## src/mta_pkg.sv

```systemverilog
`default_nettype none
package mta_pkg;

  typedef struct packed {
    logic        req_type;
    logic [9:0]  vertex_slot;
    logic [31:0] pos_x;
    logic [31:0] pos_y;
    logic [31:0] pos_z;
    logic [31:0] tex_u;
    logic [31:0] tex_v;
    logic [9:0]  corner_a;
    logic [9:0]  corner_b;
    logic [9:0]  corner_c;
  } mta_in_t;

  typedef struct packed {
    logic [9:0]  out_vertex;
    logic [31:0] tangent_x;
    logic [31:0] tangent_y;
    logic [31:0] tangent_z;
    logic        degenerate;
    logic        last;
  } mta_out_t;

  localparam logic REQ_LOAD = 1'b0;
  localparam logic REQ_FACE = 1'b1;

  localparam logic signed [31:0] QMAX = 32'sh7FFF_FFFF;

  typedef enum logic [3:0] {
    ST_IDLE,
    ST_RD_A,
    ST_RD_B,
    ST_RD_C,
    ST_DIFF,
    ST_DET,
    ST_NUM,
    ST_DIV,
    ST_TRD,
    ST_TWAIT,
    ST_AVG,
    ST_OUT
  } mta_state_e;

  // Commands from controller to datapath.
  typedef struct packed {
    logic       load_in;
    logic       write_vertex;
    logic       read_vtx;
    logic [1:0] corner;
    logic       diff;
    logic       det;
    logic [1:0] num_step;
    logic       num;
    logic       div_start;
    logic [1:0] div_comp;
    logic       trd;
    logic       avg_start;
    logic       write_tan;
    logic       out_load;
  } mta_cmd_t;

  typedef struct packed {
    logic req_is_face;
    logic div_done;
    logic avg_done;
    logic out_busy;
  } mta_sts_t;

endpackage
`default_nettype wire

```

## src/mta_controller.sv

```systemverilog
`default_nettype none
module mta_controller
  import mta_pkg::*;
(
  input  wire logic     clk_i,
  input  wire logic     rst_ni,
  input  wire logic     in_valid_i,
  output logic          in_ready_o,
  input  wire mta_sts_t sts_i,
  output mta_cmd_t      cmd_o
);
  mta_state_e state_q, state_d;
  logic [1:0] k_q, k_d;
  logic       ld_q, ld_d;

  always_comb begin
    state_d = state_q;
    k_d     = k_q;
    ld_d    = 1'b0;
    unique case (state_q)
      ST_IDLE: begin
        if (in_valid_i) begin
          ld_d    = 1'b1;
          state_d = ST_RD_A;
        end
      end
      ST_RD_A: begin
        if (!sts_i.req_is_face) state_d = ST_IDLE;
        else state_d = ST_RD_B;
      end
      ST_RD_B: state_d = ST_RD_C;
      ST_RD_C: state_d = ST_TWAIT;
      ST_TWAIT: state_d = ST_DIFF;
      ST_DIFF: state_d = ST_DET;
      ST_DET: begin
        state_d = ST_NUM;
        k_d     = 2'd0;
      end
      ST_NUM: begin
        if (k_q == 2'd2) begin
          state_d = ST_DIV;
          k_d     = 2'd0;
          ld_d    = 1'b1;
        end else begin
          k_d = k_q + 2'd1;
        end
      end
      ST_DIV: begin
        if (ld_q) begin
          state_d = ST_DIV;
        end else if (sts_i.div_done) begin
          if (k_q == 2'd2) begin
            state_d = ST_TRD;
            k_d     = 2'd0;
          end else begin
            k_d  = k_q + 2'd1;
            ld_d = 1'b1;
          end
        end
      end
      ST_TRD: begin
        state_d = ST_AVG;
        ld_d    = 1'b1;
      end
      ST_AVG: begin
        if (!ld_q && sts_i.avg_done) state_d = ST_OUT;
      end
      ST_OUT: begin
        if (!sts_i.out_busy) begin
          if (k_q == 2'd2) begin
            state_d = ST_IDLE;
          end else begin
            k_d     = k_q + 2'd1;
            state_d = ST_TRD;
          end
        end
      end
      default: state_d = ST_IDLE;
    endcase
  end

  always_comb begin
    cmd_o      = '0;
    in_ready_o = (state_q == ST_IDLE);
    cmd_o.load_in = (state_q == ST_IDLE) && in_valid_i;
    unique case (state_q)
      ST_RD_A: begin
        cmd_o.write_vertex = !sts_i.req_is_face;
        cmd_o.read_vtx     = sts_i.req_is_face;
        cmd_o.corner       = 2'd0;
      end
      ST_RD_B: begin cmd_o.read_vtx = 1'b1; cmd_o.corner = 2'd1; end
      ST_RD_C: begin cmd_o.read_vtx = 1'b1; cmd_o.corner = 2'd2; end
      ST_DIFF: cmd_o.diff = 1'b1;
      ST_DET:  cmd_o.det = 1'b1;
      ST_NUM: begin cmd_o.num = 1'b1; cmd_o.num_step = k_q; end
      ST_DIV: begin
        cmd_o.div_start = ld_q;
        cmd_o.div_comp  = k_q;
      end
      ST_TRD: begin cmd_o.trd = 1'b1; cmd_o.corner = k_q; end
      ST_AVG: begin
        cmd_o.corner    = k_q;
        cmd_o.avg_start = ld_q;
      end
      ST_OUT: begin
        cmd_o.corner    = k_q;
        cmd_o.write_tan = !sts_i.out_busy;
        cmd_o.out_load  = !sts_i.out_busy;
      end
      default: ;
    endcase
  end

  always_ff @(posedge clk_i or negedge rst_ni) begin
    if (!rst_ni) begin
      state_q <= ST_IDLE;
      k_q     <= '0;
      ld_q    <= 1'b0;
    end else begin
      state_q <= state_d;
      k_q     <= k_d;
      ld_q    <= ld_d;
    end
  end
endmodule
`default_nettype wire

```

## config.mk

```make
export PLATFORM = sky130hd
export DESIGN_NAME = mta_controller
export DESIGN_NICKNAME = d
export VERILOG_FILES = /design/src/mta_pkg.sv /design/src/mta_controller.sv
export SDC_FILE = /design/constraint.sdc
export NUM_CORES = 1
export LEC_CHECK = 0
export ABC_CLOCK_PERIOD_IN_PS = 3100
export BUFFER_PORTS_ARGS = -buffer_cell sky130_fd_sc_hd__buf_4
export CAP_MARGIN = 20
export CORE_UTILIZATION = 30
export CTS_CLUSTER_DIAMETER = 150
export DETAILED_ROUTE_END_ITERATION = 6
export HOLD_SLACK_MARGIN = 0.15
export PLACE_DENSITY = 0.59
export SYNTH_ARGS = -nofsm -noshare
export SYNTH_HDL_FRONTEND = slang
export SYNTH_SLANG_ARGS = --single-unit
```

## constraint.sdc

```tcl
create_clock -name clk_i -period 3.1 [get_ports clk_i]
set_input_delay 0.155 -clock clk_i [delete_from_list [all_inputs] [get_ports clk_i]]
set_output_delay 0.155 -clock clk_i [all_outputs]
set_load 0.05 [all_outputs]
```

==> flow_summary.toml, run 1 <==
[die]
die_h_um = 51.6
ios = 25
core_um2 = 2250
die_area_um2 = 2660
std_cell_rows = 17
start_util = 0.327
die_w_um = 51.6

[clock_tree]
hold_buffers = 1
clkLatencyLatePin_ns = 0.25
post_cts_buffers = 0
clk_pin_slew_ns = 0.05
cts_resized = 0
cts_tree = "yes"
root_buffer = "clkbuf_4"
cts_sinks = 7
cts_made_buffers = 3
clockBufferDepth = 2
htree_num_levels = 1

[placement]
dp_hpwl_um = 1340
place_area_um2 = 903
place_ws_ns = 0.953
gp_congestion = 0.836
io_buffers = 24
dp_cells = 140

[timing]
period_needed_ns = 2.12
final.setup_skew_ns = 0.00200
finalSetupTns_ns = 0
clock.fmax_ghz = 0.472
final_max_slew_viol_count = 0
rsz0062_at_grt = "false"
worst_pin_slew_ns = 0.717
fin_ws_ns = 0.979
finalHoldViolations = 0
relSlewSlack = 0.522
setup_viol_count_final = 0
fin_crit_sh = 0.684

[worst_setup_path]
worstSetupPathType = "reg2reg"
start_kind = "flip-flop"
worstPathMaxFanout = 6
endpoint_kind = "flip-flop"
arrival_ns = 2.25
critical_path_required_ns = 3.23

[routing]
drc = 0
wl_per_cell_um = 12.6
dr_total_vias = 784
drtIter0Drc = 11
avgViaCountPerCell = 5.41
totalWireLength_um = 1830
antenna_left = 0
first_pass_iters = 5

[yosys]
synth_top_area_frac = 0.238
ys_ff_latch = 7
synth-edff-count = 0
synth_ff_type = "dfrtp_1"
synth_area_um2 = 737
synth.avg_cell_area_um2 = 7.60
yosysWarningCount = 0
synth_seq_area_share = 0.238
synthArstFlopShare = 1.00
synth_area_leaders = "dfrtp_1 (24%), ha_1 (5.1%), nor3_1 (4.8%), and4b_1 (4.1%), a21oi_1 (3.4%)"
ys_top_cells_by_count = "dfrtp_1 (7), nor3_1 (7), clkbuf_1 (6), nand2_1 (6), nor2_1 (6)"
synthCells = 97
synth.distinct_cells = 35
yosys.area.top_type = "dfrtp_1"
synth_fp_nets = 107

[hold_path]
hold_path_class = "in2async"

[global_routing]
grtUsageTotal = 0.153
grt_pass1_vias = 731
grt_max_degree = 27
grt_first_pass_wirelength_um = 3100
antenna_found_initial = 0
grt_overflow = 0

[layout]
regArea_um2 = 175
fillers = 251
design_area_um2 = 940
multi_input_area_um2 = 494
drive_above_1_share = 0.231
final_nets = 128
antennaDiodeCount = 0
instances_no_fill = 145
area_delta_synth_final_pct = 27.5

[pwr]
leakage_nw = 0.437
power_density_nw_per_um2 = 1060
fin_total_pwr_w = 0.000995
peakVddDrop_uv = 541

[status]
status = "finished clean"

[flow_run]
cap_violations = 0
-- cells by family (layout without fill, tap and decap cells) --
kind of cell             count (synthesis)  in the layout  synth area share
flip-flops                               7              7             0.238
multiplexers                             3              3            0.0441
adder cells (fa/ha/maj)                  3              3            0.0509
buffers and inverters                   14             34            0.0917
AND/OR/NAND/NOR                         44             44             0.341
AO/OA/AOI/OAI                           26             26             0.234
-- final cells by class --
cell class,instances,area share
Inverter,5,0.0200
Clock buffer,4,0.0280
Timing Repair Buffer,25,0.202
Sequential cell,7,0.186
Multi-Input combinational cell,76,0.526
Tap cell,28,0.0373
-- stage by stage --
stage	hold WS (ns)	util
finish	0.250	0.417
global route	0.263	0.417
CTS	0.243	0.417
floorplan	-0.141	-
global placement	-0.0246	0.401
detailed placement	-0.0263	0.401
-- worst paths after layout --
path	start	end	slack, ns	depth (start not counted)
max	k_q[0]	k_q[0]	0.98	6
max in group asynchronous	rst_ni	k_q[1]	2.73	2
min reg2reg	k_q[0]	k_q[0]	0.63	1
max reg2reg	k_q[0]	k_q[0]	0.98	6
min in group clk_i	sts_i[0]	state_q[3]	0.26	3
min	rst_ni	state_q[3]	0.25	2
-- layout by cell type, fill, tap and decap left out, drive strengths merged, types with 2 or more instances in the layout --
master  instances
mux2            2
nand2           6
a31oi           3
nand2b          4
nor2            6
nor3            7
and3            3
nor2b           2
inv             5
and4b           3
buf            24
o21ai           6
ha              3
a21oi           5
dfrtp           7
o22ai           2
nand3           4
nor4            2
clkbuf          4
and2            4
a32oi           2
-- worst max-delay path, stage by stage (launching register included) --
cell	delay (ns)
dfrtp_1	0.43
inv_1	0.11
ha_1	0.28
and4bb_1	0.28
o21ai_1	0.06
a222oi_1	0.46
mux2_1	0.37
-- registers in the layout, summed over array words and instances, names as in the netlist --
name	flops
state_q	4
k_q	2
ld_q	1
-- report_power, final --
| part | switching (W) | leakage, nW | internal [W] | total [W] |
|---|---|---|---|---|
| sequential | 0.000156 | 0.0905 | 0.000130 | 0.000287 |
| combinational | 0.000383 | 0.331 | 0.000243 | 0.000627 |
| clock | 0.0000333 | 0.0150 | 0.0000491 | 0.0000824 |
-- layer usage --
layer  global-route usage  vias to the layer above  routed length [µm]
met3               0.0292                        6                  89
met4               0.0586                        0                  36
met2                0.251                       26                 790
met1                0.197                      358                 914
met5                    0                        -                   0
li1                     -                      394                   -
Power figures use the tool's default switching activity.
==> run 2, diff against run 1 <==
Settings changed: ABC_CLOCK_PERIOD_IN_PS 3100 to 1900, PLACE_DENSITY 0.59 to 0.61.
Clock period 3.1 ns to 1.9 ns, I/O delays scaled along.
==> run 2 against run 1 <==
Effect of this change: critical path depth shrank 1; final area grew 17%; sequential power grew 16%; hold slack lost 0.066 ns; non-clock buffer count grew 15; global-route usage grew 2.2 points; first-iteration DRC count grew to 2.7 times the previous value; die area is the same; register-to-register slack lost 0.92 ns; largest power group unchanged.
==> flow_summary.toml, run 2 (synthesis gave the netlist of run 1 again) <==
[hold_path]
hold_path_class = "in2async"

[clock_tree]
clkLatencyLatePin_ns = 0.26
clk_pin_slew_ns = 0.06
htree_num_levels = 1
clockBufferDepth = 2
cts_sinks = 7
cts_made_buffers = 3
cts_tree = "yes"
root_buffer = "clkbuf_4"

[die]
die_h_um = 51.6
die_w_um = 51.6
ios = 25
start_util = 0.327
die_area_um2 = 2660
std_cell_rows = 17
core_um2 = 2250

[routing]
first_pass_iters = 4
drtIter0Drc = 30
wl_per_cell_um = 13.5
antenna_left = 0
drc = 0
totalWireLength_um = 2150
dr_total_vias = 848
avgViaCountPerCell = 5.30

[layout]
largestRegisters = "state_q (4), k_q (2), ld_q (1)"
instances_no_fill = 160
area_delta_synth_final_pct = 48.6
final_cell_mix = "buf_4 (39), dfrtp_1 (7), nand2_1 (6)"
antennaDiodeCount = 0
design_area_um2 = 1090
regMostFlops = "state_q"
largest_register_ffs = 4
drive_above_1_share = 0.386
final_common_cell = "buf_4"
final_nets = 143

[global_routing]
grtUsageTotal = 0.175
grt_first_pass_wirelength_um = 3480
grt_pass1_vias = 770
antenna_found_initial = 0
grt_overflow = 0
grt_max_degree = 15

[worst_setup_path]
start_kind = "flip-flop"
ff2ff_setup_slack_ns = 0.05
worstPathMaxFanout = 14
worstSetupPathType = "reg2reg"
r2r-start = "state_q[3]"
worstReg2RegEnd = "state_q[1]"
critical_path_required_ns = 2.03
crit_end = "state_q[1]"
arrival_ns = 1.98
cp-startpoint = "state_q[3]"
endpoint_kind = "flip-flop"
reg2reg_depth = 5

[placement]
gp_congestion = 0.871
dp_hpwl_um = 1630
dp_cells = 153
place_area_um2 = 1040
io_buffers = 24

[flow_run]
cap_violations = 0

[timing]
final_max_slew_viol_count = 0
final.setup_skew_ns = 0.00949
clock.fmax_ghz = 0.542
setup_viol_count_final = 0
worst_pin_slew_ns = 0.402
relSlewSlack = 0.732
period_needed_ns = 1.85
fin_crit_sh = 0.971
finalHoldViolations = 0

[pwr]
peakVddDrop_uv = 1050
leakage_nw = 0.519
fin_total_pwr_w = 0.00192
power_density_nw_per_um2 = 1750

[status]
status = "finished clean"
-- run 2: cell count changes in the layout (fill, tap and decap cells not counted) --
| cell | previous run | this run |
|---|---|---|
| inv_1 | 5 | 4 |
| inv_2 | 0 | 1 |
| nor4_2 | 0 | 2 |
| nor3_1 | 7 | 3 |
| buf_4 | 24 | 39 |
| nor4_1 | 2 | 0 |
| nor3_2 | 0 | 4 |
| nor2_1 | 6 | 5 |
| nor2_2 | 0 | 1 |
| o311ai_1 | 1 | 0 |
| o311ai_2 | 0 | 1 |
-- run 2: metal layers --
layer,global-route usage,wire length [µm]
met1,0.244,989
met2,0.277,1040
met3,0.0351,111
met4,0.0405,10
met5,0,0
-- run 2: layout make-up --
type | count | area [µm²]
inverter | 5 | 18.8
clock buffer | 4 | 26.3
tap | 28 | 35.0
sequential | 7 | 175
fill | 230 | 1160
timing repair buffer | 40 | 303
multi-input combinational | 76 | 537
-- run 2: power by group --
group	switching, W	internal, W	total [W]
registers	0.000118	0.000216	0.000334
clock network	0.0000572	0.0000803	0.000138
logic	0.000865	0.000582	0.00145
total	0.00104	0.000878	0.00192
-- run 2: worst min path at each step --
| stage | slack [ns] | end | from |
|---|---|---|---|
| after floorplan | -0.20 | k_q[0] | rst_ni |
| after global placement | -0.09 | state_q[3] | rst_ni |
| after detailed placement | -0.09 | state_q[1] | rst_ni |
| after CTS | 0.18 | k_q[0] | rst_ni |
| after global routing | 0.20 | k_q[0] | rst_ni |
| final | 0.18 | k_q[0] | rst_ni |
-- run 2: critical path: stages, from the launching register on --
cell and delay [ns]:
dfrtp_1 0.41, buf_4 0.21, and4b_1 0.22, a32oi_1 0.32, o311ai_2 0.22, mux2_1 0.35
-- run 2: repair_timing --
| item | in CTS | in global routing |
|---|---|---|
| cloned | 0 | 0 |
| endpoints found under the setup margin | 1 | 3 |
| resized for setup | 0 | 2 |
| buffers inserted | 1 | 1 |
| pin swaps | 1 | 1 |
| hold endpoints to repair | 7 | 0 |
| hold buffers | 1 | 0 |
-- run 2: through the flow --
step	util	hold WS, ns	worst slack (ns)	setup TNS, ns
floorplan	-	-0.201	-0.379	-0.736
global placement	0.459	-0.0904	0.0731	0
detailed placement	0.459	-0.0883	-0.0175	-0.0175
CTS	0.479	0.180	0.0528	0
global route	0.486	0.203	-0.0134	-0.0199
finish	0.486	0.183	0.0550	0
==> run 3, diff against run 2 <==
Settings changed: CORE_UTILIZATION 30 to 44, PLACE_DENSITY 0.61 to 0.81.
==> run 3 against run 2 <==
Effect of this change: die area shrank 31%; register-to-register slack improved by 0.02 ns; critical path depth up 2; final area is 2.5% lower; clock-buffer cell count unchanged; power fell by 2.4%; non-clock buffer count is 2 lower; worst setup slack better by 0.016 ns; sequential power up 2%; first-iteration DRC count fell by 3.3%; clock power decreased by 9%; combinational power decreased by 3%.
==> flow_summary.toml, run 3 (synthesis gave the netlist of run 1 again) <==
[routing]
antenna_left = 0
dr_total_vias = 847
avgViaCountPerCell = 5.80
drc = 0
wl_per_cell_um = 13.6
first_pass_iters = 4
drtIter0Drc = 29
totalWireLength_um = 1980

[clock_tree]
clockBufferDepth = 2
cts_tree = "yes"
clkLatencyLatePin_ns = 0.24
clk_pin_slew_ns = 0.05
cts_sinks = 7
cts_made_buffers = 3
htree_num_levels = 1
root_buffer = "clkbuf_4"

[worst_setup_path]
crit_chain = "inv_1 > ha_2 > and4bb_1 > o21ai_1 > a222oi_1 > buf_4 > mux2_1"
arrival_ns = 1.95
r2r-start = "k_q[0]"
cp-startpoint = "k_q[0]"
start_kind = "flip-flop"
worstPathMaxFanout = 2
critical_path_required_ns = 2.02
cp_top_family = "compound AO/OA/AOI/OAI gates"
crit_slowest_cell = "dfrtp_1"
endpoint_kind = "flip-flop"
worstSetupPathType = "reg2reg"
cp_slowest_stage_delay_ns = 0.34
critPathBufInv = 2

[placement]
io_buffers = 24
gp_congestion = 0.906
dp_hpwl_um = 1540
dp_cells = 139
place_area_um2 = 1010

[global_routing]
grt_overflow = 0
grt_first_pass_wirelength_um = 3390
grt_pass1_vias = 765
antenna_found_initial = 0
grt_max_degree = 21
grtUsageTotal = 0.235

[layout]
drive_above_1_share = 0.377
final_common_cell = "buf_4"
regMostFlops = "state_q"
instances_no_fill = 146
largestRegisters = "state_q (4), k_q (2), ld_q (1)"
antennaDiodeCount = 0
largest_register_ffs = 4
final_cell_mix = "buf_4 (37), dfrtp_1 (7), nand2_1 (6)"
area_delta_synth_final_pct = 44.8
fillers = 146
design_area_um2 = 1070
final_nets = 141

[timing]
final_max_slew_viol_count = 0
fin_hold_ws_ns = 0.203
fin_crit_sh = 0.963
setup_viol_count_final = 0
finalHoldViolations = 0
worst_pin_slew_ns = 0.334
relSlewSlack = 0.777
period_needed_ns = 1.83
final.setup_skew_ns = 0.000818
clock.fmax_ghz = 0.547

[die]
core_um2 = 1540
start_util = 0.478
ios = 25
die_area_um2 = 1840
std_cell_rows = 14
die_h_um = 42.9
die_w_um = 42.9

[pwr]
leakage_nw = 0.507
peakVddDrop_uv = 1150
power_density_nw_per_um2 = 1750

[status]
status = "finished clean"

[flow_run]
cap_violations = 0

[hold_path]
hold_path_class = "in2async"
-- run 3: cell types whose count changed in the layout (fill, tap and decap cells not counted), sizes merged --
| cell | before | now |
|---|---|---|
| buf | 39 | 37 |
-- run 3: timing repair --
| action | in CTS | in global routing |
|---|---|---|
| buffers inserted | 0 | 2 |
| hold buffers | 1 | 0 |
| gates resized for setup | 0 | 2 |
| endpoints found under the setup margin | 0 | 2 |
| hold endpoints to repair | 7 | 0 |
-- run 3: layout make-up --
class / instances / area (µm²) / area share
Clock buffer: 4 / 26.3 / 0.0246
Sequential cell: 7 / 175 / 0.164
Inverter: 5 / 18.8 / 0.0176
Timing Repair Buffer: 38 / 288 / 0.270
Tap cell: 16 / 20.0 / 0.0188
Multi-Input combinational cell: 76 / 539 / 0.505
-- run 3: worst reg2reg max path: cells and delay by family (launching register included) --
family                   cells  cell delay, ns
adder cells (fa/ha/maj)      1            0.19
AND/OR/NAND/NOR              1            0.26
multiplexers                 1            0.31
AO/OA/AOI/OAI                2            0.38
flip-flops                   1            0.34
buffers and inverters        2            0.24
-- run 3: power by group --
group,leakage (nW),internal [W],switching (W),total (W)
combinational,0.401,0.000560,0.000846,0.00141
clock,0.0150,0.0000795,0.0000451,0.000125
sequential,0.0905,0.000216,0.000124,0.000340
total,0.507,0.000855,0.00102,0.00187
-- run 3: metal layers --
| metal | track usage | vias up | share of wire |
|---|---|---|---|
| li1 | - | 423 | - |
| met1 | 0.325 | 387 | 0.45 |
| met2 | 0.382 | 34 | 0.48 |
| met3 | 0.0426 | 3 | 0.060 |
| met4 | 0.0438 | 0 | 0.0076 |
| met5 | 0 | - | 0 |
-- run 3: metrics by stage --
stage,setup TNS [ns],total power [W],utilization,worst slack [ns]
3_3_place_gp,0,0.00165,0.653,0.110
3_5_place_dp,0,0.00168,0.653,0.0180
2_1_floorplan,-0.736,0.00129,-,-0.379
6_report,0,0.00187,0.692,0.0711
5_1_grt,-0.0329,0.00203,0.692,-0.0329
4_1_cts,0,0.00182,0.676,0.0108
-- run 3: worst paths after layout --
path	to	slack (ns)	depth (start not counted)
worst max-delay path	k_q[0]	0.07	7
worst min-delay path	state_q[1]	0.20	2
worst max register to register	k_q[0]	0.07	7
worst min register to register	k_q[0]	0.62	2
max in group asynchronous	k_q[0]	1.58	2
min in group clk_i	state_q[0]	0.27	4
